<file path="src/fcg_pkg.sv">
// Package with the item types, constants and command and status structs of the glyph lookup.
`timescale 1ns / 1ps
package fcg_pkg;
    localparam int MEM_BYTES_DEF = 65536;
    localparam logic [20:0] PUA_MASK = 21'h00F000;
    localparam logic [15:0] LOW16_MASK = 16'hffff;
    localparam logic OP_LOAD = 1'b0;
    localparam logic OP_LOOKUP = 1'b1;
    localparam logic CFG_OFFSET = 1'b0;
    localparam logic CFG_PUA = 1'b1;

    typedef struct packed {
        logic        operation;
        logic [15:0] byte_address;
        logic [7:0]  byte_value;
        logic [20:0] char_code;
    } in_item_t;

    typedef struct packed {
        logic signed [31:0] glyph_id;
        logic               unknown_format;
        logic               out_of_range;
    } out_item_t;

    // Datapath commands from the controller.
    typedef struct packed {
        logic        rd_start;   // read rd_len bytes at rd_addr into the accumulator
        logic [32:0] rd_addr;
        logic [2:0]  rd_len;
    } fcg_cmd_t;

    // Datapath status to the controller.
    typedef struct packed {
        logic        rd_done;
        logic        rd_fault;
        logic [31:0] rd_data;
    } fcg_sts_t;
endpackage

</file>
<file path="src/fcg_controller.sv">
// Lookup sequencer that walks the cmap subtable formats through field reads.
`timescale 1ns / 1ps
module fcg_controller
    import fcg_pkg::*;
(
    input  logic        clk,
    input  logic        rst_n,
    input  logic        start,
    input  logic [20:0] code_in,
    input  logic [15:0] offset,
    input  logic        pua_en,
    input  fcg_sts_t    sts,
    output fcg_cmd_t    cmd,
    output logic        done,
    output out_item_t   result
);
    localparam logic [4:0] S_IDLE = 5'd0, S_FMT = 5'd1, S_F0 = 5'd2, S_SEG = 5'd3,
        S_START = 5'd4, S_END = 5'd5, S_DELTA = 5'd6, S_ROFF = 5'd7, S_GLY = 5'd8,
        S_F6A = 5'd9, S_F6B = 5'd10, S_F6G = 5'd11, S_NGRP = 5'd12, S_GS = 5'd13,
        S_GE = 5'd14, S_GSG = 5'd15, S_FIN = 5'd16, S_ISSUE = 5'd17;

    logic [4:0]  state_reg, state_next;
    logic [4:0]  ret_reg, ret_next;      // state that takes the pending read
    logic [32:0] raddr_reg, raddr_next;
    logic [2:0]  rlen_reg, rlen_next;
    logic [20:0] code_reg, code_next;
    logic [20:0] orig_reg, orig_next;
    logic        retry_reg, retry_next;
    logic        f1_reg, f1_next;
    logic        bad_reg, bad_next;
    logic [31:0] gid_reg, gid_next;
    logic        fin_reg, fin_next;
    logic [15:0] fmt_reg, fmt_next;
    logic [31:0] a_reg, a_next;          // seg2 / first / group count
    logic [31:0] b_reg, b_next;          // segment index
    logic [31:0] c_reg, c_next;          // segment start / group start
    logic [31:0] d_reg, d_next;          // delta / group end
    logic        done_reg, done_next;
    out_item_t   res_reg, res_next;
    logic [32:0] t;
    logic [32:0] ends_a, starts_a, deltas_a, roffs_a, code33;
    logic [31:0] rd;

    assign t = {17'd0, offset};
    assign ends_a = t + 33'd14;
    assign starts_a = ends_a + {17'd0, a_reg[15:0]} + 33'd2;
    assign deltas_a = starts_a + {17'd0, a_reg[15:0]};
    assign roffs_a = deltas_a + {17'd0, a_reg[15:0]};
    assign code33 = {12'd0, code_reg};
    assign rd = sts.rd_data;

    always_comb
    begin
        state_next = state_reg;
        ret_next = ret_reg;
        raddr_next = raddr_reg;
        rlen_next = rlen_reg;
        code_next = code_reg;
        orig_next = orig_reg;
        retry_next = retry_reg;
        f1_next = f1_reg;
        bad_next = bad_reg;
        gid_next = gid_reg;
        fin_next = 1'b0;
        fmt_next = fmt_reg;
        a_next = a_reg;
        b_next = b_reg;
        c_next = c_reg;
        d_next = d_reg;
        done_next = 1'b0;
        res_next = res_reg;
        cmd.rd_start = 1'b0;
        cmd.rd_addr = raddr_reg;
        cmd.rd_len = rlen_reg;
        case (state_reg)
            S_IDLE:
            begin
                if (start)
                begin
                    code_next = code_in;
                    orig_next = code_in;
                    retry_next = 1'b0;
                    f1_next = 1'b0;
                    bad_next = 1'b0;
                    // Identity when no subtable is selected.
                    if (offset == 16'd0)
                    begin
                        gid_next = {11'd0, code_in};
                        state_next = S_FIN;
                    end
                    else
                    begin
                        raddr_next = t;
                        rlen_next = 3'd2;
                        ret_next = S_FMT;
                        state_next = S_ISSUE;
                    end
                end
            end
            S_ISSUE:
            begin
                cmd.rd_start = 1'b1;
                state_next = ret_reg;
            end
            S_FIN:
            begin
                // Retry in the private area once on a zero result.
                if (gid_reg == 32'd0 && pua_en && !retry_reg)
                begin
                    retry_next = 1'b1;
                    f1_next = sts.rd_fault && fin_reg;
                    code_next = orig_reg | PUA_MASK;
                    if (offset == 16'd0)
                        gid_next = {11'd0, orig_reg | PUA_MASK};
                    else
                    begin
                        raddr_next = t;
                        rlen_next = 3'd2;
                        ret_next = S_FMT;
                        state_next = S_ISSUE;
                    end
                end
                else
                begin
                    res_next.glyph_id = gid_reg;
                    res_next.unknown_format = bad_reg;
                    res_next.out_of_range = f1_reg || (sts.rd_fault && fin_reg);
                    done_next = 1'b1;
                    state_next = S_IDLE;
                end
            end
            default:
            begin
                if (sts.rd_done)
                begin
                    fin_next = 1'b1;
                    gid_next = 32'd0;
                    state_next = S_FIN;
                    if (!sts.rd_fault)
                    begin
                        state_next = S_ISSUE;
                        case (state_reg)
                            S_FMT:
                            begin
                                fmt_next = rd[15:0];
                                state_next = S_FIN;
                                fin_next = 1'b0;
                                if (rd[15:0] == 16'd0)
                                begin
                                    if (code_reg <= 21'd255)
                                    begin
                                        raddr_next = t + 33'd6 + code33;
                                        rlen_next = 3'd1;
                                        ret_next = S_F0;
                                        state_next = S_ISSUE;
                                    end
                                end
                                else if (rd[15:0] == 16'd4 || rd[15:0] == 16'd6)
                                begin
                                    raddr_next = t + 33'd6;
                                    rlen_next = 3'd2;
                                    ret_next = (rd[15:0] == 16'd4) ? S_SEG : S_F6A;
                                    state_next = S_ISSUE;
                                end
                                else if (rd[15:0] == 16'd10)
                                begin
                                    raddr_next = t + 33'd12;
                                    rlen_next = 3'd4;
                                    ret_next = S_F6A;
                                    state_next = S_ISSUE;
                                end
                                else if (rd[15:0] == 16'd12)
                                begin
                                    raddr_next = t + 33'd12;
                                    rlen_next = 3'd4;
                                    ret_next = S_NGRP;
                                    state_next = S_ISSUE;
                                end
                                else
                                    bad_next = 1'b1;
                            end
                            S_F0:
                            begin
                                gid_next = rd;
                                state_next = S_FIN;
                            end
                            S_SEG:
                            begin
                                a_next = rd;
                                b_next = 32'd0;
                                if (rd[15:0] > 16'd3)
                                begin
                                    raddr_next = t + 33'd14 + {17'd0, rd[15:0]} + 33'd2;
                                    rlen_next = 3'd2;
                                    ret_next = S_START;
                                end
                                else
                                    state_next = S_FIN;
                            end
                            S_START:
                            begin
                                c_next = rd;
                                if (code_reg < rd[20:0] || rd[31:21] != 11'd0)
                                    state_next = S_FIN;
                                else
                                begin
                                    raddr_next = ends_a + b_reg[32:0];
                                    ret_next = S_END;
                                end
                            end
                            S_END:
                            begin
                                if (code33 > {1'b0, rd})
                                begin
                                    b_next = b_reg + 32'd2;
                                    if (b_reg + 32'd5 < a_reg)
                                    begin
                                        raddr_next = starts_a + b_reg[32:0] + 33'd2;
                                        ret_next = S_START;
                                    end
                                    else
                                        state_next = S_FIN;
                                end
                                else
                                begin
                                    raddr_next = deltas_a + b_reg[32:0];
                                    ret_next = S_DELTA;
                                end
                            end
                            S_DELTA:
                            begin
                                d_next = rd;
                                raddr_next = roffs_a + b_reg[32:0];
                                ret_next = S_ROFF;
                            end
                            S_ROFF:
                            begin
                                if (rd[15:0] == 16'd0)
                                begin
                                    gid_next = {16'd0, code_reg[15:0] + d_reg[15:0]};
                                    state_next = S_FIN;
                                end
                                else
                                begin
                                    raddr_next = roffs_a + b_reg[32:0] + {17'd0, rd[15:0]}
                                        + {(code33 - {1'b0, c_reg}), 1'b0}[32:0];
                                    ret_next = S_GLY;
                                end
                            end
                            S_GLY:
                            begin
                                state_next = S_FIN;
                                if (fmt_reg == 16'd4)
                                begin
                                    if (rd[15:0] != 16'd0)
                                        gid_next = {16'd0, rd[15:0] + d_reg[15:0]};
                                end
                                else
                                    gid_next = rd;
                            end
                            S_F6A:
                            begin
                                a_next = rd;
                                raddr_next = raddr_reg + 33'(rlen_reg);
                                ret_next = S_F6B;
                            end
                            S_F6B:
                            begin
                                if (code33 < {1'b0, a_reg}
                                    || {1'b0, code33} >= {1'b0, a_reg} + {1'b0, rd})
                                    state_next = S_FIN;
                                else
                                begin
                                    raddr_next = raddr_reg + 33'(rlen_reg)
                                        + {(code33 - {1'b0, a_reg}), 1'b0}[32:0];
                                    rlen_next = 3'd2;
                                    ret_next = S_GLY;
                                end
                            end
                            S_NGRP:
                            begin
                                a_next = rd;
                                if (rd == 32'd0)
                                    state_next = S_FIN;
                                else
                                begin
                                    raddr_next = t + 33'd16;
                                    ret_next = S_GS;
                                end
                            end
                            S_GS:
                            begin
                                c_next = rd;
                                raddr_next = raddr_reg + 33'd4;
                                ret_next = S_GE;
                            end
                            S_GE:
                            begin
                                d_next = rd;
                                raddr_next = raddr_reg + 33'd4;
                                ret_next = S_GSG;
                            end
                            S_GSG:
                            begin
                                if (code33 < {1'b0, c_reg})
                                    state_next = S_FIN;
                                else if (code33 <= {1'b0, d_reg})
                                begin
                                    gid_next = rd + code33[31:0] - c_reg;
                                    state_next = S_FIN;
                                end
                                else
                                begin
                                    a_next = a_reg - 32'd1;
                                    if (a_reg == 32'd1)
                                        state_next = S_FIN;
                                    else
                                    begin
                                        raddr_next = raddr_reg + 33'd4;
                                        ret_next = S_GS;
                                    end
                                end
                            end
                            default:
                                state_next = S_FIN;
                        endcase
                    end
                end
            end
        endcase
    end

    always_ff @(posedge clk or negedge rst_n)
    begin
        if (!rst_n)
        begin
            state_reg <= S_IDLE;
            done_reg <= 1'b0;
            fin_reg <= 1'b0;
        end
        else
        begin
            state_reg <= state_next;
            done_reg <= done_next;
            fin_reg <= fin_next;
        end
    end

    always_ff @(posedge clk)
    begin
        ret_reg <= ret_next;
        raddr_reg <= raddr_next;
        rlen_reg <= rlen_next;
        code_reg <= code_next;
        orig_reg <= orig_next;
        retry_reg <= retry_next;
        f1_reg <= f1_next;
        bad_reg <= bad_next;
        gid_reg <= gid_next;
        fmt_reg <= fmt_next;
        a_reg <= a_next;
        b_reg <= b_next;
        c_reg <= c_next;
        d_reg <= d_next;
        res_reg <= res_next;
    end

    assign done = done_reg;
    assign result = res_reg;
endmodule

</file>
<file path="config.mk">
export PLATFORM = sky130hd
export DESIGN_NAME = fcg_controller
export DESIGN_NICKNAME = d
export VERILOG_FILES = /design/src/fcg_pkg.sv /design/src/fcg_controller.sv
export SDC_FILE = /design/constraint.sdc
export NUM_CORES = 1
export LEC_CHECK = 0
export ABC_CLOCK_PERIOD_IN_PS = 8800
export BUFFER_PORTS_ARGS = -buffer_cell sky130_fd_sc_hd__buf_2
export CAP_MARGIN = 20
export CORE_UTILIZATION = 55
export CTS_BUF_LIST = sky130_fd_sc_hd__clkbuf_4
export DETAILED_ROUTE_END_ITERATION = 8
export PLACE_DENSITY = 0.73
export SLEW_MARGIN = 10
export SYNTH_ARGS = -nofsm -noshare
export SYNTH_HDL_FRONTEND = slang
export SYNTH_SLANG_ARGS = --single-unit
</file>
<file path="constraint.sdc">
create_clock -name clk -period 8.8 [get_ports clk]
set_input_delay 0 -clock clk [delete_from_list [all_inputs] [get_ports clk]]
set_output_delay 0 -clock clk [all_outputs]
set_load 0.01 [all_outputs]
</file>
# Yosys cells after proc, flatten, opt, wreduce, memory -nomap -nowiden

Cells that the tools add are included.

Flip-flop bits (word level): 303
Output and inout port bits: 72
Bits of input ports: 75
Word-level logic and storage cells: 265

Bitwise gates (word level): 5
Equality and inequality tests: 47
Reduce and logical (&&, ||, !) cells: 46
Multiplexer cells: 119
Magnitude comparators: 9
$add $sub $neg: 19

Operators by type and width:

| operator                                        | count |
|---|---|
| 2-to-1 mux 33 bit                               | 16 |
| 2-to-1 mux 32 bit                               | 12 |
| one-hot mux 33 bit (7 select lines)             | 1 |
| 2-to-1 mux 5 bit                                | 26 |
| one-hot mux 32 bit (2 select lines)             | 2 |
| one-hot mux 32 bit (4 select lines)             | 1 |
| one-hot mux 33 bit (3 select lines)             | 1 |
| one-hot mux 32 bit (3 select lines)             | 1 |
| zero test 32 bit                                | 2 |
| less-than comparator 21 x 32 -> 1 bit           | 2 |
| one-hot mux 5 bit (12 select lines)             | 1 |
| == test 16 x 3 -> 1 bit (second input constant) | 3 |
| one-hot mux 5 bit (9 select lines)              | 1 |
| 2-to-1 mux 21 bit                               | 2 |
| one-hot mux 21 bit (2 select lines)             | 1 |
| 2-to-1 mux 3 bit                                | 12 |
| == test 5 x 4 -> 1 bit (second input constant)  | 7 |
| adder 16 x 4 -> 17 bit (second input constant)  | 2 |
| AND reduction 17 bit                            | 2 |
| adder 32 x 32 -> 33 bit                         | 1 |
| adder 33 x 21 -> 33 bit                         | 1 |
| adder 33 x 3 -> 33 bit                          | 1 |
| adder 33 x 3 -> 33 bit (second input constant)  | 1 |
| adder 33 bit                                    | 1 |
| 62 further kinds                                | 145 |

# Logic depth before layout (Yosys ltp)

Gate-level depths: netlist (run 1).

Depth in word-level cells: 9
Depth in mapped cells: 24

# Least setup slack after synthesis (run 1)

Ideal clock, no wire load.

Path kind: register -> register
Start: reg code_reg[20]
End: reg b_reg[10], enable pin
Path slack: 2.980 ns
Library setup time: 0.508 ns
Cell stages (with the launch flop): 10
Arrival: 5.311 ns
Data required time: 8.292 ns
Clock period less this slack: 5.820 ns
Path through: edfxtp_1 ha_1 nand2_1 or4_1 nor2_1 o21ai_0 a21oi_1 nand2_1 o21ai_0 nor4b_1

Word-level cells in the longest chain between the ends: 3

RTL lines:

| what                                 | RTL line              | RTL |
|---|---|---|
| start: declaration                   | fcg_controller.sv:26  | `logic [20:0] code_reg, code_next;` |
| start signal: assignment             | fcg_controller.sv:354 | `code_reg <= code_next;` |
| > comparator 21 x 32 -> 1 bit        | fcg_controller.sv:213 | `if (code33 > {1'b0, rd})` |
| != test 2 bit (no source line)       | -                     |  |
| AND reduction 5 bit (no source line) | -                     |  |
| end signal: assignment               | fcg_controller.sv:362 | `b_reg <= b_next;` |
| end: declaration                     | fcg_controller.sv:35  | `logic [31:0] b_reg, b_next;` |

No other way between the ends.
A chain may end at the register's enable or synchronous reset.

# Worst setup path in the final report (run 1)

Start: reg code_reg[0]
End: reg raddr_reg[32] (data pin)

Word-level cells in the longest chain between the ends: 7

RTL lines:

| what                                                                    | RTL line              | RTL |
|---|---|---|
| subtractor 21 x 32 -> 32 bit or adder 33 x 21 -> 33 bit (tied branches) | -                     |  |
| adder 33 bit or 2-to-1 mux 33 bit (tied branches)                       | -                     |  |
| 2-to-1 mux 33 bit, on equally long branches                             | -                     |  |
| one-hot mux 33 bit (7 select lines) (*)                                 | fcg_controller.sv:142 | `case (state_reg)` |
| 2-to-1 mux 33 bit (*)                                                   | fcg_controller.sv:139 | `if (!sts.rd_fault)` |
| 2-to-1 mux 33 bit (*)                                                   | fcg_controller.sv:134 | `if (sts.rd_done)` |
| one-hot mux 33 bit (3 select lines) (*)                                 | fcg_controller.sv:75  | `case (state_reg)` |
| end signal: assignment                                                  | fcg_controller.sv:352 | `raddr_reg <= raddr_next;` |
| end: declaration                                                        | fcg_controller.sv:24  | `logic [32:0] raddr_reg, raddr_next;` |

Mark *: on every way between the ends. The rest lies on a longest branch, timed or not. The select of a mux whose other input is x is not followed.

==> impl_summary.txt, run 1 <==
----------------------------------------------------
[Final layout]
  Most common library cell in the layout ignoring fill and taps ... ha_1
  Area of combinational cells with multiple inputs ... approximately 0.019 mm²
  Largest register FFs ... 34
  Nets@finish ... 3951
  Area taken by flip-flops and latches ... about 0.0089 mm²
  Area growth from synthesis to layout ... 13.5%
  Leading cell types in the layout, fill and taps excluded ... 332 x ha_1, 290 x edfxtp_1, 273 x nand2_1
  Filler cell count in the final layout ... ~4400
  Ratio of cells with drive above 1 in the final layout ... 11.1%

[Power and ir drop]
  Power per cell area ... ~270 mW/mm²
  Maximum VDD drop ... about 0.15 mV
  Cell leakage power ... ~14 nW

[STA]
  Clock period minus final worst setup slack ... around 6200 ps
  Final-layout setup total negative slack ... 0 ps
  Setup violation total in the final timing report ... 0
  Unrepaired setup endpoints after global routing ... false
  Final critical-path share of the clock period ... 70.7%
  Hold Slack ... between 30 and 40 ps
  Worst Max-Slew Pin Slew ... approximately 1100 ps
  Final-report hold violation count ... 0
  Max Clk Rate ... roughly 160 MHz
  Final Skew ... 60.0 ps
  Max-slew violations ... 0
  Slew Limit Headroom ... a little under a quarter

[Worst setup path]
  Reg2reg setup slack ... 2580 ps
  CP Data Arrival Time ... roughly 6800 ps
  Type of the setup path with the least slack ... flip-flop to flip-flop
  Launching element type of the critical path ... flip-flop
  Req. time, crit path ... 9410 ps
  Type of element capturing the critical path ... flip-flop
  Largest fanout on the critical path ... 5

[Clocking]
  Gates resized, CTS repair ... 0
  Number of clock sinks ... 297
  CTS clk-pin slew, worst paths ... ~70 ps
  Clock root buffer master ... clkbuf_4
  Number of buffers added for setup after CTS ... 0
  H-Tree Depth ... 3
  Clock network latency to the later pin of the worst-skew pair ... between 800 and 900 ps
  CTS Buf Count ... 86
  Max clock buf depth ... 3
  Clock tree from TritonCTS ... built

[Drt]
  Residual DRC count ... 2
  Detailed Route Iter0 Violations ... 3049
  Number of nets with antenna violations after detailed routing ... 0
  Pre-antenna DRT Iters ... 9
  DRT Wirelength ... approximately 100 mm
  Post-detailed-route via-to-cell ratio ... approximately 6.4
  Routed WL per cell ... ~23 µm
  Vias ... approximately 28000

[Global route]
  Pin count of the biggest net entering global routing ... 70
  Initial antenna violation count ... 2
  Global-route wire length before repair ... 151 mm
  Overall Global Routing Usage ... between 30% and 40%
  Number of global-route vias before repair ... around 26000
  Overflow left after global routing ... 0

[Place]
  Placer's final routability congestion estimate ... between 0.9 and 1
  Quantity of I/O buffers inserted on ports ... between 100 and 150
  Final HPWL DP ... ~74 mm

[Yosys]
  Largest cells by area after synthesis ... edfxtp_1 30%, ha_1 14%, xnor2_1 6.0%
  Cells after synthesis ... between 3000 and 4000
  Mapped cell area ... about 0.029 mm²
  Cell taking the most area after synthesis ... edfxtp_1
  Synth async-reset ratio ... 2.36%
  Total of warnings raised by yosys ... 0
  Number of enable flip-flop cells after synthesis ... 290
  Average cell area after synthesis ... approximately 9 µm²
  Proportion of synthesized chip area in sequential cells ... roughly 30%
  Post-synthesis net count ... about 3700
  Distinct cell type count of the synthesized netlist ... 88
  Area share of the largest cell type after synthesis ... about 30%
  Flop and latch count out of synthesis ... about 300
  Most used flip-flop cell after synthesis ... edfxtp_1

[Floorplanning]
  Core outline area ... 0.0514 mm²
  Full die area ... 0.0531 mm²
  Num ports ... 147
  Die Y-Extent ... 231 µm
  Number of standard-cell rows in the floorplan ... between 80 and 90
  Die span in x ... between 200 and 250 µm
  Initial Util ... 55.9%

[Worst hold path]
  Path type of the worst min-delay path ... input port to flip-flop

[Status]
  Violated checks ... DRC
  Status ... finished with violations

[Job]
  MaxCap Viol Count ... 0

----------------------------------------------------
[cell type report]
class,instances,share of cell area (%)
antenna,7,0.0537
clock buffer,119,2.74
clock inverter,37,0.833
inverter,244,2.81
multi-input combinational,2584,56.9
sequential,297,27.3
tap,680,2.61
timing repair buffer,302,6.77
[where the power goes]
part,internal [mW],switching [mW]
Combinational,1.96,3.11
Clock,0.750,0.699
Sequential,2.06,0.344
Total,4.78,4.16
[metrics by stage]
step / area, µm² / total power [mW] / utilization [%] / worst slack (ps) / cells
CTS: 32500 / 8.80 / 63.3 / 2670 / 4261
finish: 32600 / 8.93 / 63.4 / 2580 / 4270
global placement: 30200 / 7.17 / 58.8 / 2940 / 3991
floorplan: 28700 / 5.78 / - / 2980 / 3237
detailed placement: 30200 / 7.28 / 58.8 / 2720 / 3992
global route: 32600 / 9.47 / 63.4 / 2210 / 4268
[layer usage]
layer	GRT usage, %	up-vias	wire [µm]
met5	0	-	0
met4	16.7	0	4620
met3	6.97	300	9350
met2	57.1	1490	43900
met1	49.0	13144	40400
li1	-	12590	-
[cell families (layout without fill, tap and decap cells)]
family | count (synthesis) | in the layout | share of synthesized area [%]
adder cells (fa/ha/maj) | 361 | 361 | 16.5
XOR/XNOR | 303 | 303 | 9.29
AND/OR/NAND/NOR | 993 | 993 | 17.0
other | 0 | 7 | 0
AO/OA/AOI/OAI | 880 | 880 | 19.8
buffers and inverters | 356 | 702 | 4.70
flip-flops | 297 | 297 | 30.9
multiplexers | 47 | 47 | 1.72
[final timing paths]
kind                             startpoint  cells past startpoint             to
worst max-delay path            code_reg[0]                     22  raddr_reg[32]
worst min-delay path                sts[32]                      3      result[0]
worst max register to register  code_reg[0]                     22  raddr_reg[32]
worst min register to register      bad_reg                      0      result[1]
max in group asynchronous             rst_n                      3   state_reg[4]
min in group asynchronous             rst_n                      3   state_reg[4]
[timing repair]
item	4_1_cts	5_1_grt
endpoints found under the hold margin	307	0
hold buffers	113	0
setup endpoints to repair	0	0
[cell usage after synthesis, drive strengths merged, types with 30 or more instances]
cell,count
xnor2,197
a211oi,30
nand3,87
o21ai,215
inv,244
edfxtp,290
nor4,52
nand4,57
nor2,245
nor3,67
a21o,84
o22ai,36
nand2b,36
xor2,105
nand2,273
ha,332
clkbuf,93
a21oi,229
and3,37
[worst max-delay path: stages, from the launching register on]
cell and delay [ps]:
edfxtp_1 430, inv_1 190, ha_1 210, inv_1 60, fa_1 430, a211oi_1 330
o21ai_0 160, a21oi_1 380, o21a_1 290, o31a_1 240, a31o_2 220, nor2_1 80
xnor2_1 160, ha_1 380, a21oi_1 240, or4b_2 620, o2111ai_1 160, o2111ai_1 170
o211ai_1 190, o21a_1 210, o21ai_1 90, xnor3_1 360, a221o_1 350
No activity file was read; power rests on OpenSTA's default activity.
==> run 2: changes to the inputs <==
--- a/config.mk
+++ b/config.mk
@@ -5,7 +5,7 @@
 export SDC_FILE = /design/constraint.sdc
 export NUM_CORES = 1
 export LEC_CHECK = 0
-export ABC_CLOCK_PERIOD_IN_PS = 8800
+export ABC_CLOCK_PERIOD_IN_PS = 6000
 export BUFFER_PORTS_ARGS = -buffer_cell sky130_fd_sc_hd__buf_2
 export CAP_MARGIN = 20
 export CORE_UTILIZATION = 55
==> constraint.sdc (replaced) <==
create_clock -name clk -period 6 [get_ports clk]
set_input_delay 0 -clock clk [delete_from_list [all_inputs] [get_ports clk]]
set_output_delay 0 -clock clk [all_outputs]
set_load 0.01 [all_outputs]
==> run 2 against run 1 <==
The run now ends clean. Highest routed layer is now met5. Die area is the same. Sequential share of layout area shrank 0.26 points. Critical path depth grew 3. Flip-flop and latch count is the same.
==> impl_summary.txt, run 2 (synthesized netlist as in run 1, its figures left out) <==
----------------------------------------------------
[Status]
  Status ... completed

[Floorplanning]
  Initial Util ... 55.9% (unchanged)
  Die span in x ... 231 µm (unchanged)
  Die Y-Extent ... 231 µm (unchanged)
  Num ports ... 147 (unchanged)
  Full die area ... 0.0531 mm² (unchanged)
  Number of standard-cell rows in the floorplan ... 83 (unchanged)
  Core outline area ... 0.0514 mm² (unchanged)

[Drt]
  Number of nets with antenna violations after detailed routing ... 0 (unchanged)
  Pre-antenna DRT Iters ... 6 (-3)
  Residual DRC count ... 0 (-2)
  Vias ... 27716 (+0.70%)
  Detailed Route Iter0 Violations ... 3149 (+3.3%)
  Post-detailed-route via-to-cell ratio ... 6.43 (-0.21%)
  Routed WL per cell ... 24.2 µm (+5.1%)
  DRT Wirelength ... 104 mm (+6.0%)

[Worst setup path]
  Type of element capturing the critical path ... flip-flop
  Largest fanout on the critical path ... 31 (+26)
  Cell type with the highest occurrence count on the critical path ... a21oi_1
  Reg2reg setup slack ... 310 ps (-2270 ps)
  CP Buf/Inv Count ... 3 (+1)
  Max stage delay cell, worst path ... edfxtp_1
  Type of the setup path with the least slack ... flip-flop to flip-flop
  Largest stage delay on the critical path ... 470 ps (-150 ps)
  Launching element type of the critical path ... flip-flop
  Req. time, crit path ... 6530 ps (-2880 ps)
  Family with the most delay on the worst path ... compound AO/OA/AOI/OAI gates
  CP Data Arrival Time ... 6220 ps (-610 ps)

[STA]
  Final Skew ... 90.9 ps (+31.0 ps)
  Max-slew violations ... 0 (unchanged)
  Worst Max-Slew Pin Slew ... 1130 ps (-13.5 ps)
  Final-layout setup total negative slack ... 0 ps (unchanged)
  Clock period minus final worst setup slack ... 5690 ps (-531 ps)
  Max Clk Rate ... 176 MHz (+9.3%)
  Slew Limit Headroom ... 23.4% (+0.91 points)
  Final critical-path share of the clock period ... 94.8% (+24 points)
  Final-report hold violation count ... 0 (unchanged)
  Setup violation total in the final timing report ... 0 (unchanged)

[Worst hold path]
  Path type of the worst min-delay path ... input port to flip-flop

[Job]
  MaxCap Viol Count ... 0 (unchanged)

[Final layout]
  Area of combinational cells with multiple inputs ... 0.0186 mm² (+0.18%)
  Area growth from synthesis to layout ... 14.6%
  Ratio of cells with drive above 1 in the final layout ... 12.4% (+1.3 points)
  Area taken by flip-flops and latches ... 0.00888 mm² (unchanged)
  Nets@finish ... 3990 (+0.99%)
  Filler cell count in the final layout ... 4402 (+0.71%)
  Leading cell types in the layout, fill and taps excluded ... 331 x ha_1, 290 x edfxtp_1, 273 x nand2_1
  Largest register FFs ... 34 (unchanged)
  Most common library cell in the layout ignoring fill and taps ... ha_1

[Clocking]
  Number of clock sinks ... 297 (unchanged)
  CTS Buf Count ... 90 (+4.7%)
  Clock root buffer master ... clkbuf_4
  Clock network latency to the later pin of the worst-skew pair ... 900 ps (about the same)
  Clock tree from TritonCTS ... built
  H-Tree Depth ... 3 (unchanged)
  Max clock buf depth ... 3 (unchanged)
  CTS clk-pin slew, worst paths ... 60 ps (about the same)

[Global route]
  Pin count of the biggest net entering global routing ... 54 (-23%)
  Global-route wire length before repair ... 157 mm (+4.4%)
  Overflow left after global routing ... 0 (unchanged)
  Initial antenna violation count ... 5 (+3)
  Overall Global Routing Usage ... 38.7% (+2.1 points)
  Number of global-route vias before repair ... 26764 (+1.4%)

[Power and ir drop]
  Cell leakage power ... 13.8 nW (+1.5%)
  Post-layout power ... 13.4 mW (+50%)
  Power per cell area ... 406 mW/mm² (+48%)
  Maximum VDD drop ... 0.342 mV (+120%)

[Place]
  Placer's final routability congestion estimate ... 0.990 (+0.33%)
  Quantity of I/O buffers inserted on ports ... 146 (unchanged)
  Final HPWL DP ... 79.4 mm (+7.9%)

----------------------------------------------------
## run 2: changes by cell type in the layout (fill, tap and decap cells not counted), sizes merged
cell,change
clkbuf,+11
bufinv,-2
dlygate4sd3,-2
clkinvlp,-1
buf,+37
inv,-1
diode,-4
clkinv,+1
## run 2: through the flow
| stage | cell area, µm² | cells | worst slack (ps) | hold WS (ps) | utilization, % |
|---|---|---|---|---|---|
| global placement | 30500 | 4023 | 202 | -165 | 59.3 |
| detailed placement | 30500 | 4023 | 135 | -162 | 59.3 |
| global route | 32900 | 4309 | -16.4 | 6.00 | 64.0 |
| finish | 32900 | 4309 | 312 | 53.5 | 64.0 |
| floorplan | 28700 | 3237 | 180 | -296 | - |
| CTS | 32800 | 4297 | 111 | 4.14 | 63.8 |
## run 2: cell type report
type	instances	share of cell area, %
Tap cell	680	2.58
Antenna cell	3	0.0228
Inverter	244	2.78
Multi-Input combinational cell	2584	56.5
Clock inverter	34	0.646
Timing Repair Buffer	337	7.53
Sequential cell	297	27.0
Clock buffer	130	2.96
## run 2: path summary, 6_finish.rpt
kind / startpoint / endpoint / cells after the start
min reg2reg: bad_reg / result[1] / 0
max in group asynchronous: rst_n / state_reg[4] / 3
min: code_in[0] / code_reg[0] / 3
max reg2reg: a_reg[0] / raddr_reg[16] / 25
min in group asynchronous: rst_n / done / 3
max: a_reg[0] / raddr_reg[16] / 25
## run 2: worst register-to-register path, cell delays in order (launching register included)
cell and delay [ps]:
edfxtp_1 470, ha_1 250, inv_1 70, fa_1 390, nand2b_1 190, a21o_1 200, a21oi_1 220, a31o_2 300
nand2_1 80, a21oi_1 240, a21oi_1 110, nor2b_1 110, nor2_1 50, xor2_1 150, ha_1 320, a211oi_1 240
o21ai_0 120, a311oi_1 300, o311ai_1 220, o211ai_1 140, a211oi_1 60, nor4b_2 160, buf_4 190, a31oi_2 300
and2_1 220, buf_12 220
## run 2: routing by layer
metal / routed length (µm) / up-vias / part of all wire, % / global-route usage (%)
met4: 5450 / 4 / 5.2 / 19.4
met3: 10500 / 309 / 10 / 8.65
met1: 42900 / 13303 / 41 / 51.8
met2: 45300 / 1442 / 43 / 58.8
met5: 25 / - / 0.024 / 0
li1: - / 12658 / - / -
## run 2: power breakdown
group	internal [mW]	switching, mW
combinational	2.97	4.77
sequential	3.02	0.453
clock	1.09	1.06
total	7.08	6.28
## run 2: repair_timing
action	4_1_cts	5_1_grt
setup endpoints to repair	0	34
hold buffers	110	1
hold endpoints to repair	289	1
gates resized for setup	0	9
setup buffers	0	5
